[config.mk]
export PLATFORM = sky130hd
export DESIGN_NAME = glyph_quad_vertex_generator_top_flat
export DESIGN_NICKNAME = d
export VERILOG_FILES = /design/src/rtl/gqv_pkg.sv /design/src/rtl/gqv_char_if.sv /design/src/rtl/gqv_vertex_if.sv /design/src/rtl/gqv_front.sv /design/src/rtl/gqv_fifo.sv /design/src/rtl/gqv_back.sv /design/src/rtl/glyph_quad_vertex_generator_top.sv /design/src/flat_wrapper.sv
export SDC_FILE = /design/constraint.sdc
export NUM_CORES = 1
export LEC_CHECK = 0
export BUFFER_PORTS_ARGS = -buffer_cell sky130_fd_sc_hd__buf_2
export CAP_MARGIN = 20
export CORE_MARGIN = 4
export CORE_UTILIZATION = 45
export CTS_BUF_LIST = sky130_fd_sc_hd__clkbuf_8
export CTS_CLUSTER_SIZE = 12
export DETAILED_ROUTE_END_ITERATION = 10
export GPL_TIMING_DRIVEN = 0
export PLACE_DENSITY = 0.71
export SLEW_MARGIN = 20
export SYNTH_ARGS = -nofsm -noshare
export SYNTH_HDL_FRONTEND = slang
export SYNTH_SLANG_ARGS = --single-unit
[constraint.sdc]
create_clock -name clk -period 4.2 [get_ports clk]
set_clock_uncertainty 0.15 [all_clocks]
set_input_delay 0.42 -clock clk [delete_from_list [all_inputs] [get_ports clk]]
set_output_delay 0.42 -clock clk [all_outputs]
set_load 0.01 [all_outputs]
[src/rtl/gqv_pkg.sv]
// ----------------------------------------------------------------------------
// gqv_pkg
// Types, constants and helper functions shared by the glyph quad vertex
// generator modules.
// ----------------------------------------------------------------------------
package gqv_pkg;

    localparam logic [7:0]  NEWLINE_CODE  = 8'd10;
    localparam logic [15:0] STEP_FRACTION = 16'd39322;
    localparam logic [27:0] STEP_ROUND    = 28'd32768;

    localparam logic [1:0] REG_ORIGIN_X   = 2'd0;
    localparam logic [1:0] REG_ORIGIN_Y   = 2'd1;
    localparam logic [1:0] REG_GLYPH_SIZE = 2'd2;
    localparam logic [1:0] REG_COLOR_RGBA = 2'd3;

    localparam logic [11:0] GLYPH_SIZE_RESET = 12'd256;
    localparam logic [31:0] COLOR_RESET      = 32'hFFFF_FFFF;

    typedef logic [2:0] vtx_idx_t;

    localparam vtx_idx_t VTX_TL_A = 3'd0;
    localparam vtx_idx_t VTX_TR_A = 3'd1;
    localparam vtx_idx_t VTX_BL_A = 3'd2;
    localparam vtx_idx_t VTX_BL_B = 3'd3;
    localparam vtx_idx_t VTX_TR_B = 3'd4;
    localparam vtx_idx_t VTX_BR_A = 3'd5;

    typedef struct packed {
        logic signed [15:0] origin_x;
        logic signed [15:0] origin_y;
        logic [11:0]        glyph_size;
        logic [11:0]        step;
        logic [31:0]        color;
    } cfg_t;

    typedef struct packed {
        logic signed [15:0] x0;
        logic signed [15:0] y0;
        logic signed [15:0] x1;
        logic signed [15:0] y1;
        logic [3:0]         u;
        logic [3:0]         v;
        logic [31:0]        color;
    } glyph_t;

    typedef struct packed {
        logic full;
        logic empty;
    } fifo_status_t;

    // Adds an unsigned 12-bit offset to a signed position, clamped to 16 bits.
    function automatic logic signed [15:0] sat_add(input logic signed [15:0] base,
                                                   input logic [11:0] offset);
        logic signed [16:0] sum;
        begin
            sum = {base[15], base} + {5'd0, offset};
            if (sum[16] != sum[15])
            begin
                sat_add = sum[16] ? 16'sh8000 : 16'sh7FFF;
            end
            else
            begin
                sat_add = sum[15:0];
            end
        end
    endfunction

    // Cursor advance: glyph size times 0.6, rounded half up.
    function automatic logic [11:0] glyph_step(input logic [11:0] size);
        logic [27:0] prod;
        begin
            prod = ({16'd0, size} * {12'd0, STEP_FRACTION}) + STEP_ROUND;
            glyph_step = prod[27:16];
        end
    endfunction

endpackage

[src/rtl/gqv_char_if.sv]
// ----------------------------------------------------------------------------
// gqv_char_if
// Character channel: one character byte and its start-of-string flag.
// ----------------------------------------------------------------------------
interface gqv_char_if;
    logic       valid;
    logic       ready;
    logic [7:0] char_code;
    logic       first_of_string;

    modport source (output valid, output char_code, output first_of_string, input ready);
    modport sink (input valid, input char_code, input first_of_string, output ready);
endinterface

[src/rtl/gqv_vertex_if.sv]
// ----------------------------------------------------------------------------
// gqv_vertex_if
// Vertex channel: one textured, coloured vertex of a glyph quad.
// ----------------------------------------------------------------------------
interface gqv_vertex_if;
    logic               valid;
    logic               ready;
    logic signed [15:0] pos_x;
    logic signed [15:0] pos_y;
    logic [4:0]         tex_u;
    logic [4:0]         tex_v;
    logic [31:0]        vertex_color;
    logic               last_vertex;

    modport source (output valid, output pos_x, output pos_y, output tex_u, output tex_v,
                    output vertex_color, output last_vertex, input ready);
    modport sink (input valid, input pos_x, input pos_y, input tex_u, input tex_v,
                  input vertex_color, input last_vertex, output ready);
endinterface

[src/rtl/gqv_front.sv]
// ----------------------------------------------------------------------------
// gqv_front
// Accepts characters, keeps the text cursor and queues one quad per
// non-newline character; newlines only move the cursor.
// ----------------------------------------------------------------------------
module gqv_front
(
    input  logic                  clk,
    input  logic                  rst_n,
    gqv_char_if.sink              chars,
    input  gqv_pkg::cfg_t         cfg,
    input  gqv_pkg::fifo_status_t fifo_status,
    output logic                  push,
    output gqv_pkg::glyph_t       glyph
);

    logic signed [15:0] cursor_x_reg;
    logic signed [15:0] cursor_x_next;
    logic signed [15:0] cursor_y_reg;
    logic signed [15:0] cursor_y_next;
    logic signed [15:0] base_x;
    logic signed [15:0] base_y;
    logic               accept;
    logic               is_newline;

    assign chars.ready = !fifo_status.full;
    assign accept      = chars.valid && chars.ready;
    assign is_newline  = (chars.char_code == gqv_pkg::NEWLINE_CODE);

    always_comb
    begin
        base_x = chars.first_of_string ? cfg.origin_x : cursor_x_reg;
        base_y = chars.first_of_string ? cfg.origin_y : cursor_y_reg;

        glyph.x0    = base_x;
        glyph.y0    = base_y;
        glyph.x1    = gqv_pkg::sat_add(base_x, cfg.glyph_size);
        glyph.y1    = gqv_pkg::sat_add(base_y, cfg.glyph_size);
        glyph.u     = chars.char_code[3:0];
        glyph.v     = chars.char_code[7:4];
        glyph.color = cfg.color;

        push          = accept && !is_newline;
        cursor_x_next = cursor_x_reg;
        cursor_y_next = cursor_y_reg;
        if (accept)
        begin
            if (is_newline)
            begin
                cursor_x_next = cfg.origin_x;
                cursor_y_next = gqv_pkg::sat_add(base_y, cfg.glyph_size);
            end
            else
            begin
                cursor_x_next = gqv_pkg::sat_add(base_x, cfg.step);
                cursor_y_next = base_y;
            end
        end
    end

    always_ff @(posedge clk or negedge rst_n)
    begin
        if (!rst_n)
        begin
            cursor_x_reg <= '0;
            cursor_y_reg <= '0;
        end
        else
        begin
            cursor_x_reg <= cursor_x_next;
            cursor_y_reg <= cursor_y_next;
        end
    end

endmodule

[src/rtl/gqv_fifo.sv]
// ----------------------------------------------------------------------------
// gqv_fifo
// Short queue of glyph quads between the cursor front end and the vertex
// back end.
// ----------------------------------------------------------------------------
module gqv_fifo
#(
    parameter int DEPTH = 4
)
(
    input  logic                  clk,
    input  logic                  rst_n,
    input  logic                  push,
    input  gqv_pkg::glyph_t       wdata,
    input  logic                  pop,
    output gqv_pkg::glyph_t       rdata,
    output gqv_pkg::fifo_status_t status
);

    localparam int PTR_W = (DEPTH > 1) ? $clog2(DEPTH) : 1;
    localparam int CNT_W = $clog2(DEPTH + 1);
    localparam logic [PTR_W-1:0] LAST_PTR  = PTR_W'(DEPTH - 1);
    localparam logic [CNT_W-1:0] FULL_CNT  = CNT_W'(DEPTH);

    gqv_pkg::glyph_t  mem [DEPTH];
    logic [PTR_W-1:0] wr_ptr_reg;
    logic [PTR_W-1:0] wr_ptr_next;
    logic [PTR_W-1:0] rd_ptr_reg;
    logic [PTR_W-1:0] rd_ptr_next;
    logic [CNT_W-1:0] count_reg;
    logic [CNT_W-1:0] count_next;

    assign rdata        = mem[rd_ptr_reg];
    assign status.full  = (count_reg == FULL_CNT);
    assign status.empty = (count_reg == '0);

    always_comb
    begin
        wr_ptr_next = wr_ptr_reg;
        rd_ptr_next = rd_ptr_reg;
        count_next  = count_reg;
        if (push)
        begin
            wr_ptr_next = (wr_ptr_reg == LAST_PTR) ? '0 : wr_ptr_reg + 1'b1;
        end
        if (pop)
        begin
            rd_ptr_next = (rd_ptr_reg == LAST_PTR) ? '0 : rd_ptr_reg + 1'b1;
        end
        if (push && !pop)
        begin
            count_next = count_reg + 1'b1;
        end
        else if (pop && !push)
        begin
            count_next = count_reg - 1'b1;
        end
    end

    always_ff @(posedge clk)
    begin
        if (push)
        begin
            mem[wr_ptr_reg] <= wdata;
        end
    end

    always_ff @(posedge clk or negedge rst_n)
    begin
        if (!rst_n)
        begin
            wr_ptr_reg <= '0;
            rd_ptr_reg <= '0;
            count_reg  <= '0;
        end
        else
        begin
            wr_ptr_reg <= wr_ptr_next;
            rd_ptr_reg <= rd_ptr_next;
            count_reg  <= count_next;
        end
    end

endmodule

[src/rtl/gqv_back.sv]
// ----------------------------------------------------------------------------
// gqv_back
// Takes queued glyph quads and sends their six vertices, one per cycle
// while the receiver is ready, through a registered output stage.
// ----------------------------------------------------------------------------
module gqv_back
(
    input  logic                  clk,
    input  logic                  rst_n,
    input  gqv_pkg::glyph_t       glyph,
    input  gqv_pkg::fifo_status_t fifo_status,
    output logic                  pop,
    gqv_vertex_if.source          vertices
);

    gqv_pkg::glyph_t    entry_reg;
    gqv_pkg::glyph_t    entry_next;
    logic               active_reg;
    logic               active_next;
    gqv_pkg::vtx_idx_t  idx_reg;
    gqv_pkg::vtx_idx_t  idx_next;
    logic               out_valid_reg;
    logic               out_valid_next;
    logic signed [15:0] pos_x_reg;
    logic signed [15:0] pos_y_reg;
    logic [4:0]         tex_u_reg;
    logic [4:0]         tex_v_reg;
    logic [31:0]        color_reg;
    logic               last_reg;
    logic signed [15:0] sel_x;
    logic signed [15:0] sel_y;
    logic               sel_right;
    logic               sel_bottom;
    logic               sel_last;
    logic               load_ok;
    logic               emit;
    logic               done;

    assign load_ok = !out_valid_reg || vertices.ready;
    assign emit    = active_reg && load_ok;
    assign done    = emit && (idx_reg == gqv_pkg::VTX_BR_A);
    assign pop     = !fifo_status.empty && (!active_reg || done);

    always_comb
    begin
        sel_right  = 1'b0;
        sel_bottom = 1'b0;
        sel_last   = 1'b0;
        unique case (idx_reg)
            gqv_pkg::VTX_TL_A:
            begin
                sel_right  = 1'b0;
                sel_bottom = 1'b0;
            end
            gqv_pkg::VTX_TR_A, gqv_pkg::VTX_TR_B:
            begin
                sel_right  = 1'b1;
                sel_bottom = 1'b0;
            end
            gqv_pkg::VTX_BL_A, gqv_pkg::VTX_BL_B:
            begin
                sel_right  = 1'b0;
                sel_bottom = 1'b1;
            end
            gqv_pkg::VTX_BR_A:
            begin
                sel_right  = 1'b1;
                sel_bottom = 1'b1;
                sel_last   = 1'b1;
            end
            default:
            begin
                sel_right  = 1'b0;
                sel_bottom = 1'b0;
            end
        endcase
        sel_x = sel_right  ? entry_reg.x1 : entry_reg.x0;
        sel_y = sel_bottom ? entry_reg.y1 : entry_reg.y0;
    end

    always_comb
    begin
        entry_next  = pop ? glyph : entry_reg;
        active_next = active_reg;
        idx_next    = idx_reg;
        if (pop)
        begin
            active_next = 1'b1;
            idx_next    = gqv_pkg::VTX_TL_A;
        end
        else if (done)
        begin
            active_next = 1'b0;
        end
        else if (emit)
        begin
            idx_next = idx_reg + 1'b1;
        end

        if (emit)
        begin
            out_valid_next = 1'b1;
        end
        else if (vertices.ready)
        begin
            out_valid_next = 1'b0;
        end
        else
        begin
            out_valid_next = out_valid_reg;
        end
    end

    always_ff @(posedge clk)
    begin
        entry_reg <= entry_next;
        if (emit)
        begin
            pos_x_reg <= sel_x;
            pos_y_reg <= sel_y;
            tex_u_reg <= {1'b0, entry_reg.u} + {4'd0, sel_right};
            tex_v_reg <= {1'b0, entry_reg.v} + {4'd0, sel_bottom};
            color_reg <= entry_reg.color;
            last_reg  <= sel_last;
        end
    end

    always_ff @(posedge clk or negedge rst_n)
    begin
        if (!rst_n)
        begin
            active_reg    <= 1'b0;
            idx_reg       <= gqv_pkg::VTX_TL_A;
            out_valid_reg <= 1'b0;
        end
        else
        begin
            active_reg    <= active_next;
            idx_reg       <= idx_next;
            out_valid_reg <= out_valid_next;
        end
    end

    assign vertices.valid        = out_valid_reg;
    assign vertices.pos_x        = pos_x_reg;
    assign vertices.pos_y        = pos_y_reg;
    assign vertices.tex_u        = tex_u_reg;
    assign vertices.tex_v        = tex_v_reg;
    assign vertices.vertex_color = color_reg;
    assign vertices.last_vertex  = last_reg;

endmodule

[src/rtl/glyph_quad_vertex_generator_top.sv]
// ----------------------------------------------------------------------------
// glyph_quad_vertex_generator_top
// Turns a stream of character bytes into textured quad vertices for a
// 16x16 bitmap font atlas.
// ----------------------------------------------------------------------------
// Characters arrive on the chars channel and vertices leave on the vertices
// channel; each is a valid/ready transaction. The user must write the
// registers (origin, glyph size, colour) through cfg_wr_en, cfg_index and
// cfg_data only while the block is idle; the block does not enforce this.
// A non-newline character yields six vertices, two triangles of one quad,
// the last flagged by last_vertex. A newline is taken and yields nothing
// but a cursor move.
// The quad of a character passes through the queue and the back end's
// entry register before its vertices are loaded into the registered output
// stage; the six vertices then follow at one per cycle while the receiver
// is ready.
// The cursor front end keeps taking characters while vertices wait, until
// its queue of QUEUE_DEPTH quads is full.
// When the receiver stalls, the current vertex holds and the queue fills.
// Reset clears the cursor to zero, the queue and the output stage, and loads
// the register defaults.
// ----------------------------------------------------------------------------
module glyph_quad_vertex_generator_top
#(
    parameter int QUEUE_DEPTH = 4
)
(
    input  logic         clk,
    input  logic         rst_n,
    gqv_char_if.sink     chars,
    gqv_vertex_if.source vertices,
    input  logic         cfg_wr_en,
    input  logic [1:0]   cfg_index,
    input  logic [31:0]  cfg_data
);

    gqv_pkg::cfg_t         cfg_reg;
    gqv_pkg::glyph_t       push_glyph;
    gqv_pkg::glyph_t       pop_glyph;
    gqv_pkg::fifo_status_t fifo_status;
    logic                  push;
    logic                  pop;

    always_ff @(posedge clk or negedge rst_n)
    begin
        if (!rst_n)
        begin
            cfg_reg.origin_x   <= '0;
            cfg_reg.origin_y   <= '0;
            cfg_reg.glyph_size <= gqv_pkg::GLYPH_SIZE_RESET;
            cfg_reg.step       <= gqv_pkg::glyph_step(gqv_pkg::GLYPH_SIZE_RESET);
            cfg_reg.color      <= gqv_pkg::COLOR_RESET;
        end
        else if (cfg_wr_en)
        begin
            unique case (cfg_index)
                gqv_pkg::REG_ORIGIN_X:
                begin
                    cfg_reg.origin_x <= cfg_data[15:0];
                end
                gqv_pkg::REG_ORIGIN_Y:
                begin
                    cfg_reg.origin_y <= cfg_data[15:0];
                end
                gqv_pkg::REG_GLYPH_SIZE:
                begin
                    cfg_reg.glyph_size <= cfg_data[11:0];
                    cfg_reg.step       <= gqv_pkg::glyph_step(cfg_data[11:0]);
                end
                gqv_pkg::REG_COLOR_RGBA:
                begin
                    cfg_reg.color <= cfg_data;
                end
                default:
                begin
                    cfg_reg.color <= cfg_reg.color;
                end
            endcase
        end
    end

    gqv_front u_front
    (
        .clk         (clk),
        .rst_n       (rst_n),
        .chars       (chars),
        .cfg         (cfg_reg),
        .fifo_status (fifo_status),
        .push        (push),
        .glyph       (push_glyph)
    );

    gqv_fifo
    #(
        .DEPTH (QUEUE_DEPTH)
    )
    u_fifo
    (
        .clk    (clk),
        .rst_n  (rst_n),
        .push   (push),
        .wdata  (push_glyph),
        .pop    (pop),
        .rdata  (pop_glyph),
        .status (fifo_status)
    );

    gqv_back u_back
    (
        .clk         (clk),
        .rst_n       (rst_n),
        .glyph       (pop_glyph),
        .fifo_status (fifo_status),
        .pop         (pop),
        .vertices    (vertices)
    );

`ifndef SYNTH
    a_no_push_when_full: assert property (@(posedge clk) disable iff (!rst_n)
        push |-> !fifo_status.full)
        else $error("quad queued while queue full");

    a_no_pop_when_empty: assert property (@(posedge clk) disable iff (!rst_n)
        pop |-> !fifo_status.empty)
        else $error("quad taken from empty queue");

    a_newline_no_quad: assert property (@(posedge clk) disable iff (!rst_n)
        (chars.valid && chars.ready && (chars.char_code == gqv_pkg::NEWLINE_CODE))
        |-> !push)
        else $error("newline produced a quad");

    a_vertex_after_quad: assert property (@(posedge clk) disable iff (!rst_n)
        (pop && !vertices.valid) |=> ##1 vertices.valid)
        else $error("queued quad did not reach the output");
`endif

endmodule

[src/flat_wrapper.sv]
// flat-port wrapper written by rule: the top's interface ports become plain ports
module glyph_quad_vertex_generator_top_flat 
#(
    parameter int QUEUE_DEPTH = 4
)
  (clk, rst_n, cfg_wr_en, cfg_index, cfg_data, chars_valid, chars_char_code, chars_first_of_string, chars_ready, vertices_valid, vertices_pos_x, vertices_pos_y, vertices_tex_u, vertices_tex_v, vertices_vertex_color, vertices_last_vertex, vertices_ready);
  gqv_char_if chars_i ();
  gqv_vertex_if vertices_i ();
  input  logic clk;
  input  logic rst_n;
  input  logic cfg_wr_en;
  input  logic [1:0] cfg_index;
  input  logic [31:0] cfg_data;
  input wire logic [$bits(chars_i.valid)-1:0] chars_valid;
  input wire logic [$bits(chars_i.char_code)-1:0] chars_char_code;
  input wire logic [$bits(chars_i.first_of_string)-1:0] chars_first_of_string;
  output wire logic [$bits(chars_i.ready)-1:0] chars_ready;
  output wire logic [$bits(vertices_i.valid)-1:0] vertices_valid;
  output wire logic [$bits(vertices_i.pos_x)-1:0] vertices_pos_x;
  output wire logic [$bits(vertices_i.pos_y)-1:0] vertices_pos_y;
  output wire logic [$bits(vertices_i.tex_u)-1:0] vertices_tex_u;
  output wire logic [$bits(vertices_i.tex_v)-1:0] vertices_tex_v;
  output wire logic [$bits(vertices_i.vertex_color)-1:0] vertices_vertex_color;
  output wire logic [$bits(vertices_i.last_vertex)-1:0] vertices_last_vertex;
  input wire logic [$bits(vertices_i.ready)-1:0] vertices_ready;
  assign chars_i.valid = chars_valid;
  assign chars_i.char_code = chars_char_code;
  assign chars_i.first_of_string = chars_first_of_string;
  assign chars_ready = chars_i.ready;
  assign vertices_valid = vertices_i.valid;
  assign vertices_pos_x = vertices_i.pos_x;
  assign vertices_pos_y = vertices_i.pos_y;
  assign vertices_tex_u = vertices_i.tex_u;
  assign vertices_tex_v = vertices_i.tex_v;
  assign vertices_vertex_color = vertices_i.vertex_color;
  assign vertices_last_vertex = vertices_i.last_vertex;
  assign vertices_i.ready = vertices_ready;
  glyph_quad_vertex_generator_top #(.QUEUE_DEPTH(QUEUE_DEPTH)) u_core (.clk(clk), .rst_n(rst_n), .chars(chars_i), .vertices(vertices_i), .cfg_wr_en(cfg_wr_en), .cfg_index(cfg_index), .cfg_data(cfg_data));
endmodule
==> impl_metrics.toml, run 1 <==
[sta]
fmax_mhz = 208
finalCritPeriodShare = 1.15
maxSlewViolCount = 0
fin_ws_ns = -0.613
rsz0062_at_grt = "true"
hold_viol = 0
slew_headroom = 0.266
fin_crit_ns = 4.81
tightest_slew_ns = 1.09
hold_slack_ns = 0.0517
setup_violations = 10
fin_tns_setup_ns = -3.49

[placed_design]
routabilityCongestion = 0.871
dpl.cell_count = 3024
portBuffers = 123
pre_cts_ws_ns = -1.68
hpwlAfterDp_mm = 47.6
placed_cell_area_um2 = 34400

[floorplan]
die_height_um = 275
fp.coreArea_um2 = 70300
rows = 97
die_area_um2 = 75400
initial_core_util = 0.455
die_x_um = 275
io_pins = 125

[outcome]
outcome = "complete, but fails checks"
violations = "negative setup slack"

[setup_path]
cp.required_ns = 4.66
worstSetupStartpointType = "primary input"
critical_path_class = "in2reg"
worstSetupEndpointType = "flop"
r2r_cells = 13
r2r_end = "u_core.u_front.cursor_y_reg[5]"
critPathArrivalTime_ns = 5.27
r2r_slack_ns = 0.25
reg2reg_from = "u_core.cfg_reg[57]"
crit_fanout = 6

[final_layout]
postLayoutCoreUtil = 0.536
area_growth_pct = 17.9
layout.cells.non_filler = 3299
finalInstanceArea_um2 = 37700
multi_input_area_um2 = 10700
nNetsFinal = 2493
drive_gt1_frac = 0.293
register_area_um2 = 21200
n_fill_cell = 5524
largest_reg_flops = 416

[clock_tree]
cts_max_path_buffers = 3
cts-root-buf = "clkbuf_8"
cts_buffers = 104
clk_latency_ns = 0.72
htreeDepth = 3
clk_pin_slew_ns = 0.07
cts_tree = "built"
cts.sinks = 727

[yosys]
ys_seq_area_frac = 0.664
synth_cell_type_count = 82
syn_inst = 1949
synth-edff-count = 595
yosysTopAreaCellShare = 0.559
syn_area_um2 = 32000
synth_nets = 2175
async_flop_share = 0.182
synth_ff_type = "edfxtp_1"
yosys.area.top_type = "edfxtp_1"
ys_top_cells_by_area = "edfxtp_1 (56%), dfrtp_1 (7.4%), mux4_2 (7.3%), ha_1 (5.2%), mux2_2 (3.9%)"
syn_avg_cell_area_um2 = 16.4
synth_warnings = 0
synth-seq-cells = 727

[detailed_routing]
antenna_left = 0
finalWirelength_mm = 69.5
drc = 0
vias_per_cell = 5.40
drt_iter0_markers = 1061
dr.pass1.iters = 7
vias = 17800
wl_per_cell_um = 21.1

[global_routing]
grt_pass1_wl_mm = 108
overflow = 0
antenna_found_initial = 2
grt_max_degree = 79
grt_usage = 0.187
grt_pass1_vias = 18800

[worst_hold_path]
min-delay-start = "cfg_data[1]"
min_delay_path_depth = 4
min_to = "u_core.cfg_reg[1]"
hold_class = "in2reg"

[power]
power.density_nw_per_um2 = 733
p_total_mw = 27.6
power_leakage_nw = 14.2
peakVddDrop_v = 0.000437

[job]
cap_violations = 0
==> final cells by class <==
cell class	count	share of cell area
Antenna cell	2	0.000133
Buffer	58	0.00684
Clock buffer	113	0.0413
Clock inverter	83	0.0122
Inverter	144	0.0150
Multi-Input combinational cell	1019	0.284
Sequential cell	727	0.563
Tap cell	940	0.0312
Timing Repair Buffer	213	0.0465
==> cell families (layout without fill, tap and decap cells) <==
logic type,after synthesis,in the layout,synth area share
AND/OR/NAND/NOR,264,264,0.0405
XOR/XNOR,51,51,0.0140
other,0,2,0
adder cells (fa/ha/maj),178,178,0.0803
buffers and inverters,203,611,0.0241
AO/OA/AOI/OAI,301,301,0.0617
multiplexers,225,225,0.116
flip-flops,727,727,0.664
==> how the worst max path moves through the flow <==
stage | startpoint | endpoint | slack (ns)
2_1_floorplan | cfg_data[11] | u_core.cfg_reg[43] | -0.96
3_3_place_gp | cfg_data[4] | u_core.cfg_reg[43] | -1.66
3_5_place_dp | cfg_data[9] | u_core.cfg_reg[43] | -1.68
4_1_cts | cfg_data[7] | u_core.cfg_reg[43] | -0.59
5_1_grt | cfg_data[7] | u_core.cfg_reg[43] | -0.72
6_report | cfg_data[10] | u_core.cfg_reg[43] | -0.61
==> placed cells by master (no fill, tap or decap), types with 15 or more instances in the layout <==
cell type and n:
a21o_1 34, a21oi_1 45, buf_2 114, buf_4 30
clkbuf_1 37, clkbuf_8 113, clkinv_1 16, dfrtp_1 95
dfstp_2 37, dlygate4sd3_1 44, edfxtp_1 595, fa_1 40
ha_1 115, ha_4 15, inv_1 171, mux2_2 111
mux4_2 104, nand2_1 103, nor2_1 45, o21a_1 18
o21ai_0 67, o21ai_1 24, xnor2_1 26, xor2_1 21
==> power breakdown <==
| part | switching, mW | internal, mW |
|---|---|---|
| registers | 0.594 | 10.3 |
| clock network | 2.63 | 2.64 |
| logic | 6.35 | 5.08 |
| total | 9.57 | 18.0 |
==> cell usage after synthesis (all sizes together) (8+ instances only) <==
cell type and instances:
mux2i 9, clkbuf 40, edfxtp 595, xor2 23, xnor2 28, nor2 49
o21ai 98, buf 19, mux2 112, a21oi 59, nor3 13, and3 15
and2 15, dfstp 37, inv 144, nand3 14, nand3b 8, o21a 19
a21o 34, a211oi 11, nand2b 10, ha 133, nand2 105, fa 45
mux4 104, dfrtp 95, o22ai 11
==> critical path, stage by stage <==
cell and delay (ns):
buf_12 0.13, ha_4 0.26, inv_2 0.03, fa_1 0.52
inv_2 0.05, fa_1 0.48, fa_1 0.52, inv_1 0.05
fa_1 0.50, inv_2 0.05, ha_4 0.24, and4_4 0.22
and2_4 0.15, a221o_1 0.33, a211oi_2 0.32, xor2_2 0.15
a2111oi_4 0.23, nand3_1 0.15, xor2_1 0.18, mux2_2 0.26
==> what timing repair did <==
item                                    CTS  global route
pin swaps                                48            17
buffers inserted                         29             5
endpoints found under the setup margin   67           128
hold endpoints to repair                168             0
hold buffers                             44             0
gates resized for setup                  87            51
==> metal layers <==
metal / vias to the layer above / wire (um) / track usage
li1: 8103 / - / -
met4: 0 / 1720 / 0.0588
met3: 109 / 3300 / 0.0272
met5: - / 0 / 0
met2: 421 / 36300 / 0.334
met1: 9181 / 28300 / 0.235
Note: power is estimated with default switching activity, not from simulation.
==> inputs of run 2 (changes only) <==
--- a/config.mk
+++ b/config.mk
@@ -7,14 +7,16 @@
 export LEC_CHECK = 0
 export BUFFER_PORTS_ARGS = -buffer_cell sky130_fd_sc_hd__buf_2
 export CAP_MARGIN = 20
+export CORE_ASPECT_RATIO = 0.5
 export CORE_MARGIN = 4
-export CORE_UTILIZATION = 45
+export CORE_UTILIZATION = 52
 export CTS_BUF_LIST = sky130_fd_sc_hd__clkbuf_8
 export CTS_CLUSTER_SIZE = 12
 export DETAILED_ROUTE_END_ITERATION = 10
 export GPL_TIMING_DRIVEN = 0
-export PLACE_DENSITY = 0.71
+export PLACE_DENSITY = 0.8
 export SLEW_MARGIN = 20
 export SYNTH_ARGS = -nofsm -noshare
 export SYNTH_HDL_FRONTEND = slang
+export SYNTH_HIERARCHICAL = 1
 export SYNTH_SLANG_ARGS = --single-unit
==> run 2 against run 1 <==
The run still ends with negative setup slack left. Critical path type unchanged. Utilization up 8.3 points. Highest routed layer unchanged. Critical endpoint is now u_core/cfg_reg[43]. Die area fell by 11%. Cell area grew 1.1%. Clock-buffer cell count is 11 higher. Combinational power is essentially flat. Clock power grew 2%.
==> impl_metrics.toml, run 2 <==
[detailed_routing]
drt_iter0_markers = 1746
wl_per_cell_um = 22.1
vias_per_cell = 5.71
finalWirelength_mm = 71.5
drc = 0
antenna_left = 0
vias = 18500
dr.pass1.iters = 7

[outcome]
outcome = "complete, but fails checks"
violations = "negative setup slack"

[yosys]
yosysTopAreaCellShare = 0.550
async_flop_share = 0.182
ys_top_cells_by_area = "edfxtp_1 (55%), dfrtp_1 (7.3%), mux4_2 (7.2%), ha_1 (5.1%), mux2_2 (4.0%)"
yosys.area.top_type = "edfxtp_1"
synth_cell_type_count = 95
syn_avg_cell_area_um2 = 16.3
synth_most_common_cell = "edfxtp_1"
syn_area_um2 = 32500
synth_warnings = 6
synth_common_cells = "edfxtp_1 (595), ha_1 (133), inv_1 (127)"
syn_inst = 1988
synth_nets = 2214
synth-edff-count = 595
ys_seq_area_frac = 0.653
synth_ff_type = "edfxtp_1"
synth-seq-cells = 727

[final_layout]
largest_reg_flops = 416
final_cell_mix = "edfxtp_1 (595), inv_1 (151), buf_2 (129)"
layout_commonest_cell = "edfxtp_1"
register_area_um2 = 21200
nNetsFinal = 2554
drive_gt1_frac = 0.320
multi_input_area_um2 = 10600
layout.cells.non_filler = 3243
postLayoutCoreUtil = 0.619
n_fill_cell = 4171
finalInstanceArea_um2 = 38100
area_growth_pct = 17.2

[setup_path]
critPathArrivalTime_ns = 5.42
r2r_end = "u_core/u_front/cursor_y_reg[7]"
worstSetupStartpointType = "primary input"
max_stage_delay_ns = 0.58
critical_path_class = "in2reg"
r2r_slack_ns = 0.35
cp_cell_sequence = "buf_12 -> ha_4 -> inv_2 -> fa_2 -> fa_2 -> fa_1 -> fa_1 -> inv_2 -> ha_4 -> and4_4 -> buf_4 -> o21ai_2 -> a31oi_4 -> buf_6 -> o211ai_4 -> and3b_4 -> a211oi_4 -> nand4_4 -> o21a_1 -> o31a_1 -> o31ai_1"
worstSetupEndpointType = "flop"
reg2reg_from = "u_core/cfg_reg[57]"
r2r_cells = 10
cp_slowest_cell = "fa_2"
cp.required_ns = 4.63
crit_fanout = 4

[sta]
fin_tns_setup_ns = -6.13
setup_violations = 11
fin_crit_ns = 4.99
hold_viol = 0
maxSlewViolCount = 0
rsz0062_at_grt = "true"
fmax_mhz = 201
tightest_slew_ns = 1.16
slew_headroom = 0.219
finalCritPeriodShare = 1.19
fin_ws_ns = -0.786

[clock_tree]
cts.sinks = 727
cts_buffers = 101
cts_max_path_buffers = 3
cts-root-buf = "clkbuf_8"
htreeDepth = 3
cts_tree = "built"
clk_pin_slew_ns = 0.07
clk_latency_ns = 0.70

[floorplan]
rows = 64
initial_core_util = 0.528
io_pins = 125
die_x_um = 362
die_height_um = 185
fp.coreArea_um2 = 61500
die_area_um2 = 66800

[global_routing]
overflow = 0
grt_usage = 0.217
antenna_found_initial = 1
grt_pass1_vias = 19200
grt_max_degree = 89
grt_pass1_wl_mm = 110

[worst_hold_path]
hold_class = "in2reg"
min_to = "u_core/cfg_reg[72]"
min_delay_path_depth = 3
min-delay-start = "cfg_index[1]"

[placed_design]
dpl.cell_count = 2952
hpwlAfterDp_mm = 46.7
placed_cell_area_um2 = 34700
portBuffers = 123
routabilityCongestion = 0.886

[power]
power.density_nw_per_um2 = 733
power_leakage_nw = 14.5
peakVddDrop_v = 0.000647
p_total_mw = 27.9

[job]
cap_violations = 0
[run 2: cell count changes after synthesis, sizes merged, moves of 10 or more]
cell / before / now
and3: 15 / 3
inv: 144 / 129
clkbuf: 40 / 28
buf: 19 / 73
nor2b: 6 / 16
o21ai: 98 / 86
a21o: 34 / 20
[run 2: cell type report]
| cell class | instances | share of cell area |
|---|---|---|
| diodes | 3 | 0.000197 |
| inverters | 130 | 0.0131 |
| repair buffers | 238 | 0.0529 |
| clock buffers | 124 | 0.0448 |
| clock inverters | 66 | 0.00884 |
| flip-flops and latches | 727 | 0.557 |
| well taps | 825 | 0.0271 |
| plain buffers | 100 | 0.0170 |
| multi-input cells | 1030 | 0.279 |
[run 2: worst max-delay path by stage]
stage	endpoint	startpoint	slack, ns	cells after the start
final	u_core/cfg_reg[43]	cfg_data[7]	-0.79	21
after floorplan	u_core/cfg_reg[43]	cfg_data[10]	-0.98	22
after global placement	u_core/cfg_reg[43]	cfg_data[7]	-1.86	21
after global routing	u_core/cfg_reg[43]	cfg_data[7]	-0.87	21
after CTS	u_core/cfg_reg[43]	cfg_data[7]	-0.76	21
after detailed placement	u_core/cfg_reg[43]	cfg_data[7]	-1.92	21
[run 2: kinds of logic (layout without fill, tap and decap cells)]
| logic type | count (synthesis) | after routing | synth area share |
|---|---|---|---|
| buffers and inverters | 231 | 658 | 0.0345 |
| XOR/XNOR | 55 | 55 | 0.0148 |
| adder cells (fa/ha/maj) | 178 | 178 | 0.0789 |
| other | 0 | 3 | 0 |
| AND/OR/NAND/NOR | 289 | 289 | 0.0436 |
| flip-flops | 727 | 727 | 0.653 |
| AO/OA/AOI/OAI | 276 | 276 | 0.0586 |
| multiplexers | 232 | 232 | 0.117 |
[run 2: worst max-delay path: cells and delay by family]
kind	cells	cell delay [ns]
buf+inv	5	0.46
compound gates	7	1.32
simple gates	3	0.59
fa+ha+maj	6	2.61
[run 2: routing by layer]
metal	vias to the layer above	wire length, um	track usage
met5	-	0	0
met4	0	1790	0.0708
met3	124	5340	0.0446
met2	749	35300	0.366
met1	9404	29100	0.287
li1	8234	-	-
[run 2: per-stage QoR]
| step | setup slack [ns] | hold slack, ns |
|---|---|---|
| final | -0.786 | 0.0797 |
| after global routing | -0.875 | 0.0335 |
| after CTS | -0.759 | 0.0115 |
| after detailed placement | -1.92 | 0.221 |
| after global placement | -1.86 | 0.250 |
| after floorplan | -0.977 | -0.0256 |
[run 2: timing repair]
| item | in CTS | in global routing |
|---|---|---|
| hold buffers | 45 | 0 |
| gates resized for setup | 53 | 52 |
| buffers inserted | 36 | 21 |
| pin swaps | 29 | 26 |
| endpoints found under the setup margin | 71 | 113 |
| hold endpoints to repair | 214 | 0 |
[run 2: power by group]
part / internal (mW) / total (mW) / leakage, nW / switching, mW
clock: 2.75 / 5.36 / 1.18 / 2.60
sequential: 10.4 / 11.0 / 7.03 / 0.612
combinational: 5.32 / 11.6 / 6.27 / 6.29
total: 18.4 / 27.9 / 14.5 / 9.51
==> inputs of run 3 (changes only) <==
--- a/config.mk
+++ b/config.mk
@@ -15,6 +15,7 @@
 export DETAILED_ROUTE_END_ITERATION = 10
 export GPL_TIMING_DRIVEN = 0
 export PLACE_DENSITY = 0.8
+export RECOVER_POWER = 100
 export SLEW_MARGIN = 20
 export SYNTH_ARGS = -nofsm -noshare
 export SYNTH_HDL_FRONTEND = slang
==> run 3 against run 2 <==
Cell area down 1.6%. Die area unchanged. The run ends with max-capacitance violations, max-slew violations, negative setup slack left. Routed wire length up 0.23%. Sequential share of layout area up 0.89 points. Critical endpoint unchanged. Power down 0.97%. Hold slack worse by 0.0046 ns.
==> impl_metrics.toml, run 3 (synthesis gave the netlist of run 2 again) <==
[sta]
maxSlewViolCount = 70
rsz0062_at_grt = "true"
slew_headroom = -0.923
fmax_mhz = 201
fin_tns_setup_ns = -62.69
hold_viol = 0
fin_crit_ns = 4.98
fin_ws_ns = -0.780
setup_violations = 160
hold_slack_ns = 0.0751
finalCritPeriodShare = 1.19
tightest_slew_ns = 2.88

[floorplan]
die_height_um = 185
fp.coreArea_um2 = 61500
io_pins = 125
initial_core_util = 0.528
die_x_um = 362
rows = 64
die_area_um2 = 66800

[detailed_routing]
drc = 0
vias = 18600
drt_iter0_markers = 1790
antenna_left = 0
dr.pass1.iters = 5
vias_per_cell = 5.73
finalWirelength_mm = 71.7
wl_per_cell_um = 22.1

[clock_tree]
clk_pin_slew_ns = 0.07
cts.sinks = 727
clk_latency_ns = 0.71
htreeDepth = 3
cts-root-buf = "clkbuf_8"
cts_tree = "built"
cts_max_path_buffers = 3
cts_buffers = 101

[final_layout]
postLayoutCoreUtil = 0.610
layout_commonest_cell = "edfxtp_1"
nNetsFinal = 2554
n_fill_cell = 4308
final_cell_mix = "edfxtp_1 (595), clkbuf_1 (171), inv_1 (152)"
largest_reg_flops = 416
layout.cells.non_filler = 3243
area_growth_pct = 15.4
drive_gt1_frac = 0.242

[placed_design]
dpl.cell_count = 2952
hpwlAfterDp_mm = 46.7
routabilityCongestion = 0.886
portBuffers = 123

[job]
cap_violations = 2

[setup_path]
worstSetupEndpointType = "flop"
max_stage_delay_ns = 0.58
cp.required_ns = 4.64
crit_fanout = 4
critical_path_class = "in2reg"
r2r_slack_ns = 0.11
worstSetupStartpointType = "primary input"
cp_cell_sequence = "buf_12 -> ha_4 -> inv_2 -> fa_2 -> fa_2 -> fa_1 -> fa_1 -> inv_2 -> ha_4 -> and4_4 -> buf_4 -> o21ai_2 -> a31oi_4 -> buf_6 -> o211ai_4 -> and3b_4 -> a211oi_4 -> nand4_4 -> o21a_1 -> o31a_1 -> o31ai_1"
cp_slowest_cell = "fa_2"
critPathArrivalTime_ns = 5.42

[power]
peakVddDrop_v = 0.000655
p_total_mw = 27.7
power.density_nw_per_um2 = 738
power_leakage_nw = 13.9

[global_routing]
antenna_found_initial = 1
grt_usage = 0.217
grt_pass1_wl_mm = 110
overflow = 0
grt_max_degree = 89
grt_pass1_vias = 19200

[outcome]
outcome = "complete, but fails checks"
violations = "max-capacitance violations, max-slew violations, negative setup slack"

[worst_hold_path]
hold_class = "in2reg"
## run 3: cell count changes in the layout (fill, tap and decap cells not counted), moves of 3 or more
cell | before | now
mux2_1 | 0 | 30
buf_4 | 88 | 51
buf_16 | 10 | 0
clkbuf_1 | 27 | 171
dfstp_2 | 37 | 26
dfstp_1 | 0 | 11
buf_12 | 11 | 6
and2_2 | 0 | 4
buf_2 | 129 | 33
and2_4 | 4 | 0
clkbuf_4 | 0 | 3
mux2_2 | 114 | 84
## run 3: through the flow
stage	setup slack (ns)	instance area, um2
floorplan	-0.977	32600
global placement	-1.86	34300
detailed placement	-1.92	34700
CTS	-0.759	37700
global route	-0.875	37500
finish	-0.780	37500
## run 3: worst paths after layout
check | from | end | cells after the start
worst max-delay path | cfg_data[7] | u_core/cfg_reg[43] | 21
max in group asynchronous | rst_n | u_core/u_fifo/wr_ptr_reg[1] | 3
min in group asynchronous | rst_n | u_core/u_front/cursor_y_reg[12] | 2
worst max register to register | u_core/u_back/idx_reg[1] | u_core/u_back/entry_reg[2] | 8
worst min-delay path | cfg_data[6] | u_core/cfg_reg[50] | 4
worst min register to register | u_core/u_back/entry_reg[25] | u_core/u_back/vertices.vertex_color[25] | 0
## run 3: final cells by class
type / count / area, um2 / area share
flip-flops and latches: 727 / 21200 / 0.566
multi-input cells: 1030 / 10600 / 0.282
clock buffers: 124 / 1710 / 0.0455
repair buffers: 238 / 1630 / 0.0435
well taps: 825 / 1030 / 0.0275
inverters: 130 / 500 / 0.0133
plain buffers: 100 / 472 / 0.0126
clock inverters: 66 / 337 / 0.00898
diodes: 3 / 7.51 / 0.000200
## run 3: per-layer routing
layer / wire, um / track usage / up-vias
met5: 0 / 0 / -
met4: 1810 / 0.0708 / 0
met3: 5560 / 0.0446 / 124
li1: - / - / 8239
met2: 35300 / 0.366 / 778
met1: 29000 / 0.287 / 9436
## run 3: repair_timing
| item | CTS | global route |
|---|---|---|
| gates resized for setup | 53 | 52 |
| hold buffers | 45 | 0 |
| pin swaps | 29 | 26 |
| setup buffers | 36 | 21 |
| endpoints found under the setup margin | 71 | 113 |
| endpoints found under the hold margin | 214 | 0 |
## run 3: power by group
| part | switching (mW) | internal, mW | total [mW] |
|---|---|---|---|
| clock network | 2.61 | 2.75 | 5.36 |
| registers | 0.610 | 10.4 | 11.0 |
| logic | 6.27 | 5.06 | 11.3 |
| total | 9.49 | 18.2 | 27.7 |
## run 3: worst max-delay path, delay by kind of cell
kind / cells / cell delay, ns
fa+ha+maj: 6 / 2.60
buf+inv: 5 / 0.46
simple gates: 3 / 0.60
compound gates: 7 / 1.32
